**src/hdl/nlfa_pkg.sv**
```systemverilog
// Shared types, constants and helpers for the node link force accumulator.
// No dependencies; every other file but nlfa_checker imports this package.
package nlfa_pkg;

    localparam int NUM_CFG   = 8;
    localparam int CFG_IDX_W = 3;

    // exp(-1) and exp(-1/16) in Q2.30, and Q2.30 one and one half
    localparam logic [31:0] EXP_M1    = 32'd395007542;
    localparam logic [31:0] EXP_M16   = 32'd1008687096;
    localparam logic [30:0] Q30_ONE   = 31'h4000_0000;
    localparam logic [63:0] Q30_HALF  = 64'h0000_0000_2000_0000;
    localparam logic [63:0] EXP_LIMIT = 64'd22;

    typedef logic [NUM_CFG-1:0][31:0] t_cfg_bank;

    // one link as it waits between front and back
    typedef struct packed {
        logic [2:0][31:0] self_pos;
        logic [2:0][31:0] dmag;
        logic [2:0]       dneg;
        logic             kind;
        logic             valid;
        logic             first;
        logic             last;
        logic [31:0]      dt;
    } t_link;

    typedef struct packed {
        logic [2:0][31:0] vel;
        logic [2:0][31:0] pos;
    } t_result;

    typedef struct packed {
        logic        start;
        logic [63:0] dividend;
        logic [31:0] divisor;
    } t_div_req;

    typedef struct packed {
        logic        done;
        logic [63:0] quot;
    } t_div_rsp;

    // clamp a signed value to the 32-bit signed range
    function automatic logic [31:0] sat32(input logic signed [63:0] v);
        logic [31:0] r;
        if (v > 64'sd2147483647) begin
            r = 32'h7FFF_FFFF;
        end else if (v < -64'sd2147483648) begin
            r = 32'h8000_0000;
        end else begin
            r = v[31:0];
        end
        return r;
    endfunction

endpackage

```
**src/hdl/nlfa_back.sv**
```systemverilog
// Back end sequencer: length, decay terms, force accumulation and move.
// Depends on nlfa_pkg; drives the shared nlfa_divider.
module nlfa_back #(
    parameter int FRAC_BITS = 16
) (
    input  logic                i_clk,
    input  logic                i_rst_n,
    input  nlfa_pkg::t_cfg_bank i_cfg,
    input  logic                i_q_valid,
    input  nlfa_pkg::t_link     i_q_data,
    output logic                o_q_pop,
    output nlfa_pkg::t_div_req  o_div_req,
    input  nlfa_pkg::t_div_rsp  i_div_rsp,
    output logic                o_res_valid,
    input  logic                i_res_pop,
    output nlfa_pkg::t_result   o_res
);
    import nlfa_pkg::*;

    localparam logic [4:0] S_IDLE  = 5'd0;
    localparam logic [4:0] S_SQ    = 5'd1;
    localparam logic [4:0] S_SQA   = 5'd2;
    localparam logic [4:0] S_SQRT  = 5'd3;
    localparam logic [4:0] S_LEN   = 5'd4;
    localparam logic [4:0] S_TSEL  = 5'd5;
    localparam logic [4:0] S_DIVC  = 5'd6;
    localparam logic [4:0] S_DIVX  = 5'd7;
    localparam logic [4:0] S_EXPN  = 5'd8;
    localparam logic [4:0] S_EXPR  = 5'd9;
    localparam logic [4:0] S_TERM  = 5'd10;
    localparam logic [4:0] S_TACC  = 5'd11;
    localparam logic [4:0] S_FORCE = 5'd12;
    localparam logic [4:0] S_AXM   = 5'd13;
    localparam logic [4:0] S_AXD   = 5'd14;
    localparam logic [4:0] S_AXW   = 5'd15;
    localparam logic [4:0] S_DONE  = 5'd16;
    localparam logic [4:0] S_MVM   = 5'd17;
    localparam logic [4:0] S_MVA   = 5'd18;
    localparam logic [4:0] S_EMIT  = 5'd19;

    localparam logic [1:0] PH_E1   = 2'd0;
    localparam logic [1:0] PH_E16  = 2'd1;
    localparam logic [1:0] PH_FRAC = 2'd2;
    localparam logic [1:0] PH_END  = 2'd3;

    logic [4:0]       r_state;
    t_link            r_item;
    logic [2:0][31:0] r_acc;
    logic [2:0][31:0] r_new;
    logic [63:0]      r_prod;
    logic [1:0]       r_axis;
    logic [63:0]      r_rad;
    logic [31:0]      r_root;
    logic [32:0]      r_rem;
    logic [4:0]       r_cnt;
    logic             r_term;
    logic [31:0]      r_c;
    logic [30:0]      r_v;
    logic [3:0]       r_j;
    logic [30:0]      r_rsh;
    logic [1:0]       r_ph;
    logic [31:0]      r_rep;
    logic [31:0]      r_att;
    logic [31:0]      r_fmag;
    logic             r_fneg;
    logic             r_out_valid;
    t_result          r_out;

    logic [31:0] amp;
    logic [31:0] rng;
    logic [34:0] rem_sh;
    logic [34:0] trial;
    logic        sq_ge;
    logic        mul_en;
    logic [31:0] mul_a;
    logic [31:0] mul_b;
    logic [31:0] acc_mag;
    logic [32:0] fdiff;
    logic [63:0] qv;
    logic [63:0] pv;
    logic        emit_ok;

    // register pair for the current term: amplitude then range
    assign amp = i_cfg[{r_item.kind, 1'b0, r_term}];
    assign rng = i_cfg[{r_item.kind, 1'b1, r_term}];

    // square root step: two radicand bits per cycle
    assign rem_sh = {r_rem, r_rad[63:62]};
    assign trial  = {1'b0, r_root, 2'b01};
    assign sq_ge  = (rem_sh >= trial);

    assign acc_mag = r_acc[r_axis][31] ? 32'(-r_acc[r_axis]) : r_acc[r_axis];
    assign fdiff   = {1'b0, r_rep} - {1'b0, r_att};
    assign qv      = {31'd0, i_div_rsp.quot[32:0]};
    assign pv      = r_prod >> FRAC_BITS;
    assign emit_ok = !r_out_valid || i_res_pop;

    assign o_q_pop = (r_state == S_IDLE) && i_q_valid;

    // select operands for the shared multiplier
    always_comb begin
        mul_en = 1'b0;
        mul_a  = '0;
        mul_b  = '0;
        case (r_state)
            S_SQ: begin
                mul_en = 1'b1;
                mul_a  = r_item.dmag[r_axis];
                mul_b  = r_item.dmag[r_axis];
            end
            S_EXPN: begin
                mul_a = 32'(r_v);
                if (r_ph == PH_E1 && r_cnt != 5'd0) begin
                    mul_en = 1'b1;
                    mul_b  = EXP_M1;
                end else if (r_ph == PH_E16 && r_cnt != 5'd0) begin
                    mul_en = 1'b1;
                    mul_b  = EXP_M16;
                end else if (r_ph == PH_FRAC) begin
                    mul_en = 1'b1;
                    mul_b  = 32'(Q30_ONE - r_rsh);
                end
            end
            S_TERM: begin
                mul_en = 1'b1;
                mul_a  = r_c;
                mul_b  = 32'(r_v);
            end
            S_AXM: begin
                mul_en = 1'b1;
                mul_a  = r_fmag;
                mul_b  = r_item.dmag[r_axis];
            end
            S_MVM: begin
                mul_en = 1'b1;
                mul_a  = acc_mag;
                mul_b  = r_item.dt;
            end
            default: begin
                mul_en = 1'b0;
            end
        endcase
    end

    always_ff @(posedge i_clk) begin
        if (mul_en) begin
            r_prod <= mul_a * mul_b;
        end
    end

    // launch divisions
    always_comb begin
        o_div_req = '0;
        case (r_state)
            S_TSEL: begin
                if (amp != 32'd0 && rng != 32'd0) begin
                    o_div_req.start    = 1'b1;
                    o_div_req.dividend = 64'(amp) << FRAC_BITS;
                    o_div_req.divisor  = rng;
                end
            end
            S_DIVC: begin
                if (i_div_rsp.done) begin
                    o_div_req.start    = 1'b1;
                    o_div_req.dividend = 64'(r_root) << FRAC_BITS;
                    o_div_req.divisor  = rng;
                end
            end
            S_AXD: begin
                o_div_req.start    = 1'b1;
                o_div_req.dividend = r_prod;
                o_div_req.divisor  = r_root;
            end
            default: begin
                o_div_req.start = 1'b0;
            end
        endcase
    end

    // datapath registers stepped by the sequencer
    always_ff @(posedge i_clk) begin
        case (r_state)
            S_IDLE: begin
                if (i_q_valid) begin
                    r_item <= i_q_data;
                    r_axis <= 2'd0;
                    r_rad  <= '0;
                end
            end
            S_SQA: begin
                r_rad <= r_rad + r_prod;
                if (r_axis == 2'd2) begin
                    r_root <= '0;
                    r_rem  <= '0;
                    r_cnt  <= '0;
                end else begin
                    r_axis <= r_axis + 2'd1;
                end
            end
            S_SQRT: begin
                r_rad  <= {r_rad[61:0], 2'b00};
                r_rem  <= sq_ge ? 33'(rem_sh - trial) : 33'(rem_sh);
                r_root <= {r_root[30:0], sq_ge};
                r_cnt  <= r_cnt + 5'd1;
            end
            S_LEN: begin
                r_term <= 1'b0;
            end
            S_TSEL: begin
                if (amp == 32'd0 || rng == 32'd0) begin
                    if (r_term) begin
                        r_att <= '0;
                    end else begin
                        r_rep  <= '0;
                        r_term <= 1'b1;
                    end
                end
            end
            S_DIVC: begin
                if (i_div_rsp.done) begin
                    r_c <= (i_div_rsp.quot[63:32] != 32'd0) ? 32'hFFFF_FFFF
                                                            : i_div_rsp.quot[31:0];
                end
            end
            S_DIVX: begin
                if (i_div_rsp.done) begin
                    if ((i_div_rsp.quot >> FRAC_BITS) >= EXP_LIMIT) begin
                        r_v <= '0;
                    end else begin
                        r_v   <= Q30_ONE;
                        r_ph  <= PH_E1;
                        r_cnt <= 5'(i_div_rsp.quot >> FRAC_BITS);
                        r_j   <= i_div_rsp.quot[FRAC_BITS-1 -: 4];
                        r_rsh <= 31'(i_div_rsp.quot[FRAC_BITS-5:0]) << (30 - FRAC_BITS);
                    end
                end
            end
            S_EXPN: begin
                if (r_ph == PH_E1) begin
                    if (r_cnt != 5'd0) begin
                        r_cnt <= r_cnt - 5'd1;
                    end else begin
                        r_ph  <= PH_E16;
                        r_cnt <= 5'(r_j);
                    end
                end else if (r_ph == PH_E16) begin
                    if (r_cnt != 5'd0) begin
                        r_cnt <= r_cnt - 5'd1;
                    end else begin
                        r_ph <= PH_FRAC;
                    end
                end else begin
                    r_ph <= PH_END;
                end
            end
            S_EXPR: begin
                r_v <= 31'((r_prod + Q30_HALF) >> 30);
            end
            S_TACC: begin
                if (r_term) begin
                    r_att <= r_prod[61:30];
                end else begin
                    r_rep  <= r_prod[61:30];
                    r_term <= 1'b1;
                end
            end
            S_FORCE: begin
                r_axis <= 2'd0;
                if (fdiff[32] && r_item.kind) begin
                    r_fmag <= '0;
                    r_fneg <= 1'b0;
                end else begin
                    r_fneg <= fdiff[32];
                    r_fmag <= fdiff[32] ? 32'(-fdiff) : fdiff[31:0];
                end
            end
            S_AXW: begin
                if (i_div_rsp.done) begin
                    r_axis <= r_axis + 2'd1;
                end
            end
            S_DONE: begin
                r_axis <= 2'd0;
            end
            S_MVA: begin
                r_new[r_axis] <= sat32(64'($signed(r_item.self_pos[r_axis]))
                                       + (r_acc[r_axis][31] ? -pv : pv));
                r_axis <= r_axis + 2'd1;
            end
            default: begin
                r_axis <= r_axis;
            end
        endcase
    end

    // sequence states, accumulator and result slot
    always_ff @(posedge i_clk) begin
        if (!i_rst_n) begin
            r_state     <= S_IDLE;
            r_acc       <= '0;
            r_out_valid <= 1'b0;
        end else begin
            if (i_res_pop && r_out_valid) begin
                r_out_valid <= 1'b0;
            end
            case (r_state)
                S_IDLE: begin
                    if (i_q_valid) begin
                        if (i_q_data.first) begin
                            r_acc <= '0;
                        end
                        r_state <= i_q_data.valid ? S_SQ : S_DONE;
                    end
                end
                S_SQ: begin
                    r_state <= S_SQA;
                end
                S_SQA: begin
                    r_state <= (r_axis == 2'd2) ? S_SQRT : S_SQ;
                end
                S_SQRT: begin
                    if (r_cnt == 5'd31) begin
                        r_state <= S_LEN;
                    end
                end
                S_LEN: begin
                    r_state <= (r_root == 32'd0) ? S_DONE : S_TSEL;
                end
                S_TSEL: begin
                    if (amp != 32'd0 && rng != 32'd0) begin
                        r_state <= S_DIVC;
                    end else if (r_term) begin
                        r_state <= S_FORCE;
                    end
                end
                S_DIVC: begin
                    if (i_div_rsp.done) begin
                        r_state <= S_DIVX;
                    end
                end
                S_DIVX: begin
                    if (i_div_rsp.done) begin
                        if ((i_div_rsp.quot >> FRAC_BITS) >= EXP_LIMIT) begin
                            r_state <= S_TERM;
                        end else begin
                            r_state <= S_EXPN;
                        end
                    end
                end
                S_EXPN: begin
                    if (mul_en) begin
                        r_state <= S_EXPR;
                    end
                end
                S_EXPR: begin
                    r_state <= (r_ph == PH_END) ? S_TERM : S_EXPN;
                end
                S_TERM: begin
                    r_state <= S_TACC;
                end
                S_TACC: begin
                    r_state <= r_term ? S_FORCE : S_TSEL;
                end
                S_FORCE: begin
                    r_state <= S_AXM;
                end
                S_AXM: begin
                    r_state <= S_AXD;
                end
                S_AXD: begin
                    r_state <= S_AXW;
                end
                S_AXW: begin
                    if (i_div_rsp.done) begin
                        r_acc[r_axis] <= sat32(64'($signed(r_acc[r_axis]))
                            + ((r_fneg != r_item.dneg[r_axis]) ? -qv : qv));
                        r_state <= (r_axis == 2'd2) ? S_DONE : S_AXM;
                    end
                end
                S_DONE: begin
                    r_state <= r_item.last ? S_MVM : S_IDLE;
                end
                S_MVM: begin
                    r_state <= S_MVA;
                end
                S_MVA: begin
                    r_state <= (r_axis == 2'd2) ? S_EMIT : S_MVM;
                end
                S_EMIT: begin
                    if (emit_ok) begin
                        r_out_valid <= 1'b1;
                        r_state     <= S_IDLE;
                    end
                end
                default: begin
                    r_state <= S_IDLE;
                end
            endcase
        end
    end

    // hold the finished result until it is taken
    always_ff @(posedge i_clk) begin
        if (r_state == S_EMIT && emit_ok) begin
            r_out.vel <= r_acc;
            r_out.pos <= r_new;
        end
    end

    assign o_res_valid = r_out_valid;
    assign o_res       = r_out;

endmodule

```
**config.mk**
```make
export PLATFORM = sky130hd
export DESIGN_NAME = nlfa_back
export DESIGN_NICKNAME = d
export VERILOG_FILES = /design/src/hdl/nlfa_pkg.sv /design/src/hdl/nlfa_back.sv
export SDC_FILE = /design/constraint.sdc
export NUM_CORES = 2
export LEC_CHECK = 0
export BUFFER_PORTS_ARGS = -buffer_cell sky130_fd_sc_hd__buf_2
export CAP_MARGIN = 15
export CORE_MARGIN = 2
export CORE_UTILIZATION = 60
export DETAILED_ROUTE_END_ITERATION = 12
export PLACE_DENSITY = 0.8
export SLEW_MARGIN = 20
export SYNTH_ARGS = -nofsm -noshare
export SYNTH_HDL_FRONTEND = slang
export SYNTH_SLANG_ARGS = --single-unit
```
**constraint.sdc**
```tcl
create_clock -name i_clk -period 15.5 [get_ports i_clk]
set_input_delay 2.325 -clock i_clk [delete_from_list [all_inputs] [get_ports i_clk]]
set_output_delay 2.325 -clock i_clk [all_outputs]
set_load 0.05 [all_outputs]
```
==> impl_metrics.yaml <==
worst_setup_path:
  cp-end-kind: "register"
  slowest_delay_ps: 870
  regToRegStartpoint: "r_axis[0]$_SDFFCE_PN0P_"
  cp-start-kind: "register"
  worstReg2RegEnd: "r_prod[63]$_DFFE_PP_"
  rr_worst_depth: 34
  required_ps: 16000
  cpMostUsedCell: "fa_1"
  rrSetupSlack_ps: 2870
  critPathKind: "register to register"
  cp_max_fo: 99
  slowest_stage: "o2111a_1"
  critPathArrivalTime_ps: 13140
route:
  viasPerCell: 6.55
  wl_um: 364000
  vias: 80800
  wl_per_cell_um: 29.5
  drt_first_pass_iters: 10
  ant_nets: 0
  drc_errors: 0
  drt_iter0_drc: 10500
power_and_ir_drop:
  p_per_area_mw_per_mm2: 191
  cellLeakagePower_uw: 0.0453
  peakVddDrop_mv: 0.139
die:
  pin_count: 847
  rows: 143
  die_area_mm2: 0.157
  core_area_mm2: 0.152
  die-width_um: 396
  die_y_um: 396
  start_util_pct: 60.5
global_routing:
  grt-ovfl-total: 0
  grt_usage_pct: 45.9
  grt_pass1_vias: 79100
  grt_max_degree: 100
  antenna_found_initial: 59
  grt_pass1_wl_um: 526000
timing:
  hold_viol: 0
  slew_headroom_pct: 12.1
  rsz0062_at_grt: "false"
  setup-violations-final: 0
  fin_crit_ps: 12630
  min_period_over_period_pct: 81.5
  drv_slew: 0
  worst_pin_slew_ps: 1300
  tns_ps: 0
  max_clock_freq_ghz: 0.0792
  skew_ps: 105
logic_synthesis:
  synth_cells: 9529
  synth-main-ff-cell: "edfxtp_1"
  postSynth.asyncResetShare_pct: 0
  synth_edf_count: 896
  synth_fp_nets: 11500
  synth_top_area_share_pct: 29.2
  synth-seq-cells: 998
  synth_area_leaders: "edfxtp_1 (29%), fa_1 (20%), ha_1 (7.2%)"
  ys_seq_area_share_pct: 31.4
  yosysUniqueCellTypes: 115
  netlist_area_mm2: 0.0922
  synth.largest_area_cell: "edfxtp_1"
  yosysWarnings: 0
  synth_area_per_cell_um2: 9.67
place:
  postPlaceCellArea_mm2: 0.0988
  gp_congestion: 1.13
  placement.io_buffers: 846
  dpl.hpwl_um: 282000
min_path:
  hp-class: "register to register"
  hp-start: "r_new[17]$_DFFE_PP_"
  hold_depth: 0
  hold_path_end: "o_res[17]$_DFFE_PP_"
run:
  cap_violations: 0
clock_network:
  clockBufferDepth: 3
  clkLatencyLatePin_ps: 800
  cts_buffers: 106
  htreeDepth: 3
  clk_pin_slew_worst_paths_ps: 70
  cts.sinks: 998
  ctsResizeCount: 0
  ctsHoldBuffers: 0
  root_buffer: "clkbuf_16"
  cts_tree: "yes"
  postCtsSetupRepairBufs: 0
finish:
  final_cell_area_mm2: 0.103
  final_cell_mix: "inv_1 (1183), nand2_1 (1069), nor2_1 (913)"
  area_growth_pct: 11.5
  fillCellCount: 11900
  fin_util_pct: 67.5
  drive_above_1_share_pct: 14.2
  nets: 12200
  layout_commonest_cell: "inv_1"
run_status:
  outcome: "complete, no violations"
## routing by layer
| metal | routed length (um) | global-route usage [%] | vias to the layer above |
|---|---|---|---|
| li1 | - | - | 33900 |
| met1 | 130000 | 59.3 | 39400 |
| met2 | 150000 | 64.8 | 6122 |
| met3 | 55700 | 17.6 | 1288 |
| met4 | 27700 | 28.4 | 40 |
| met5 | 348 | 0.554 | - |
## flip-flops by register name, summed over array words and instances, names as in the netlist, 33 cells and up
signal,cells
r_acc,96
o_res,192
r_prod,64
r_rad,64
r_item,229
r_new,96
r_rem,33
## worst max-delay path, delay by kind of cell (launching register included)
family / cells / cell delay [ps]
adders and majority gates: 9 / 4530
AOI/OAI and AO/OA: 11 / 3360
and+or+nand+nor: 8 / 2490
buffers and inverters: 3 / 760
DFF: 1 / 470
xor gates and xnor gates: 2 / 370
muxes: 1 / 320
## worst max-delay path by stage
stage | startpoint | end | slack (ps) | cells past startpoint
finish | r_axis[0]$_SDFFCE_PN0P_ | r_prod[63]$_DFFE_PP_ | 2870 | 34
global route | r_axis[0]$_SDFFCE_PN0P_ | r_prod[62]$_DFFE_PP_ | 2420 | 36
detailed placement | r_axis[0]$_SDFFCE_PN0P_ | r_prod[63]$_DFFE_PP_ | 3310 | 34
global placement | r_axis[0]$_SDFFCE_PN0P_ | r_prod[62]$_DFFE_PP_ | 3480 | 36
floorplan | i_res_pop | o_res[0]$_DFFE_PP_ | 3860 | 2
CTS | r_axis[0]$_SDFFCE_PN0P_ | r_prod[62]$_DFFE_PP_ | 3160 | 36
## final cells by class
type | count | area (um2) | share of cell area [%]
tap | 2030 | 2540 | 2.47
sequential | 998 | 28900 | 28.2
multi-input combinational | 6809 | 56900 | 55.4
clock buffer | 127 | 2760 | 2.69
inverter | 1185 | 4450 | 4.33
antenna | 33 | 82.6 | 0.0804
clock inverter | 71 | 1020 | 0.989
timing repair buffer | 1078 | 6000 | 5.84
## metrics by stage
stage / setup slack, ps / power [uW] / cells / hold WS [ps]
2_1_floorplan: 3860 / 11700 / 9529 / 400
3_3_place_gp: 3480 / 16000 / 12100 / 401
3_5_place_dp: 3310 / 16200 / 12100 / 405
4_1_cts: 3160 / 19000 / 12300 / 385
5_1_grt: 2420 / 20400 / 12300 / 407
6_report: 2870 / 19600 / 12300 / 383
## where the power goes
part           internal (uW)  leakage (uW)  switching, uW
registers               3660       0.00901            363
clock network           1580       0.00181           1200
logic                   3970        0.0345           8810
## Yosys cell counts (all sizes together), types with 18 or more instances
master and instances:
and2 94, a22o 48, mux4 64, xor2 177
o31ai 37, a31oi 73, a221oi 24, mux2i 137
nand3 109, o211ai 33, o21a 67, o21bai 52
and4 18, nor2 922, a21oi 557, nand2 1074
or2 22, nor3 124, a22oi 106, a21o 189
nor2b 37, fa 900, and3 77, o22ai 23
a222oi 39, o2111ai 23, or3 63, nand2b 58
inv 1184, a41oi 25, xnor2 250, ha 532
o21ai 401, dfxtp 102, edfxtp 896, clkbuf 438
nand4 96, a211oi 46, buf 99, nor4 67
a21boi 18
## kinds of logic after synthesis
group                    share of synthesized area [%]
flip-flops                                        31.4
AO/OA/AOI/OAI                                     13.7
buffers and inverters                             7.24
XOR/XNOR                                          4.07
adder cells (fa/ha/maj)                           26.8
multiplexers                                      3.09
AND/OR/NAND/NOR                                   13.7
Note: power is estimated with default switching activity, not from simulation.
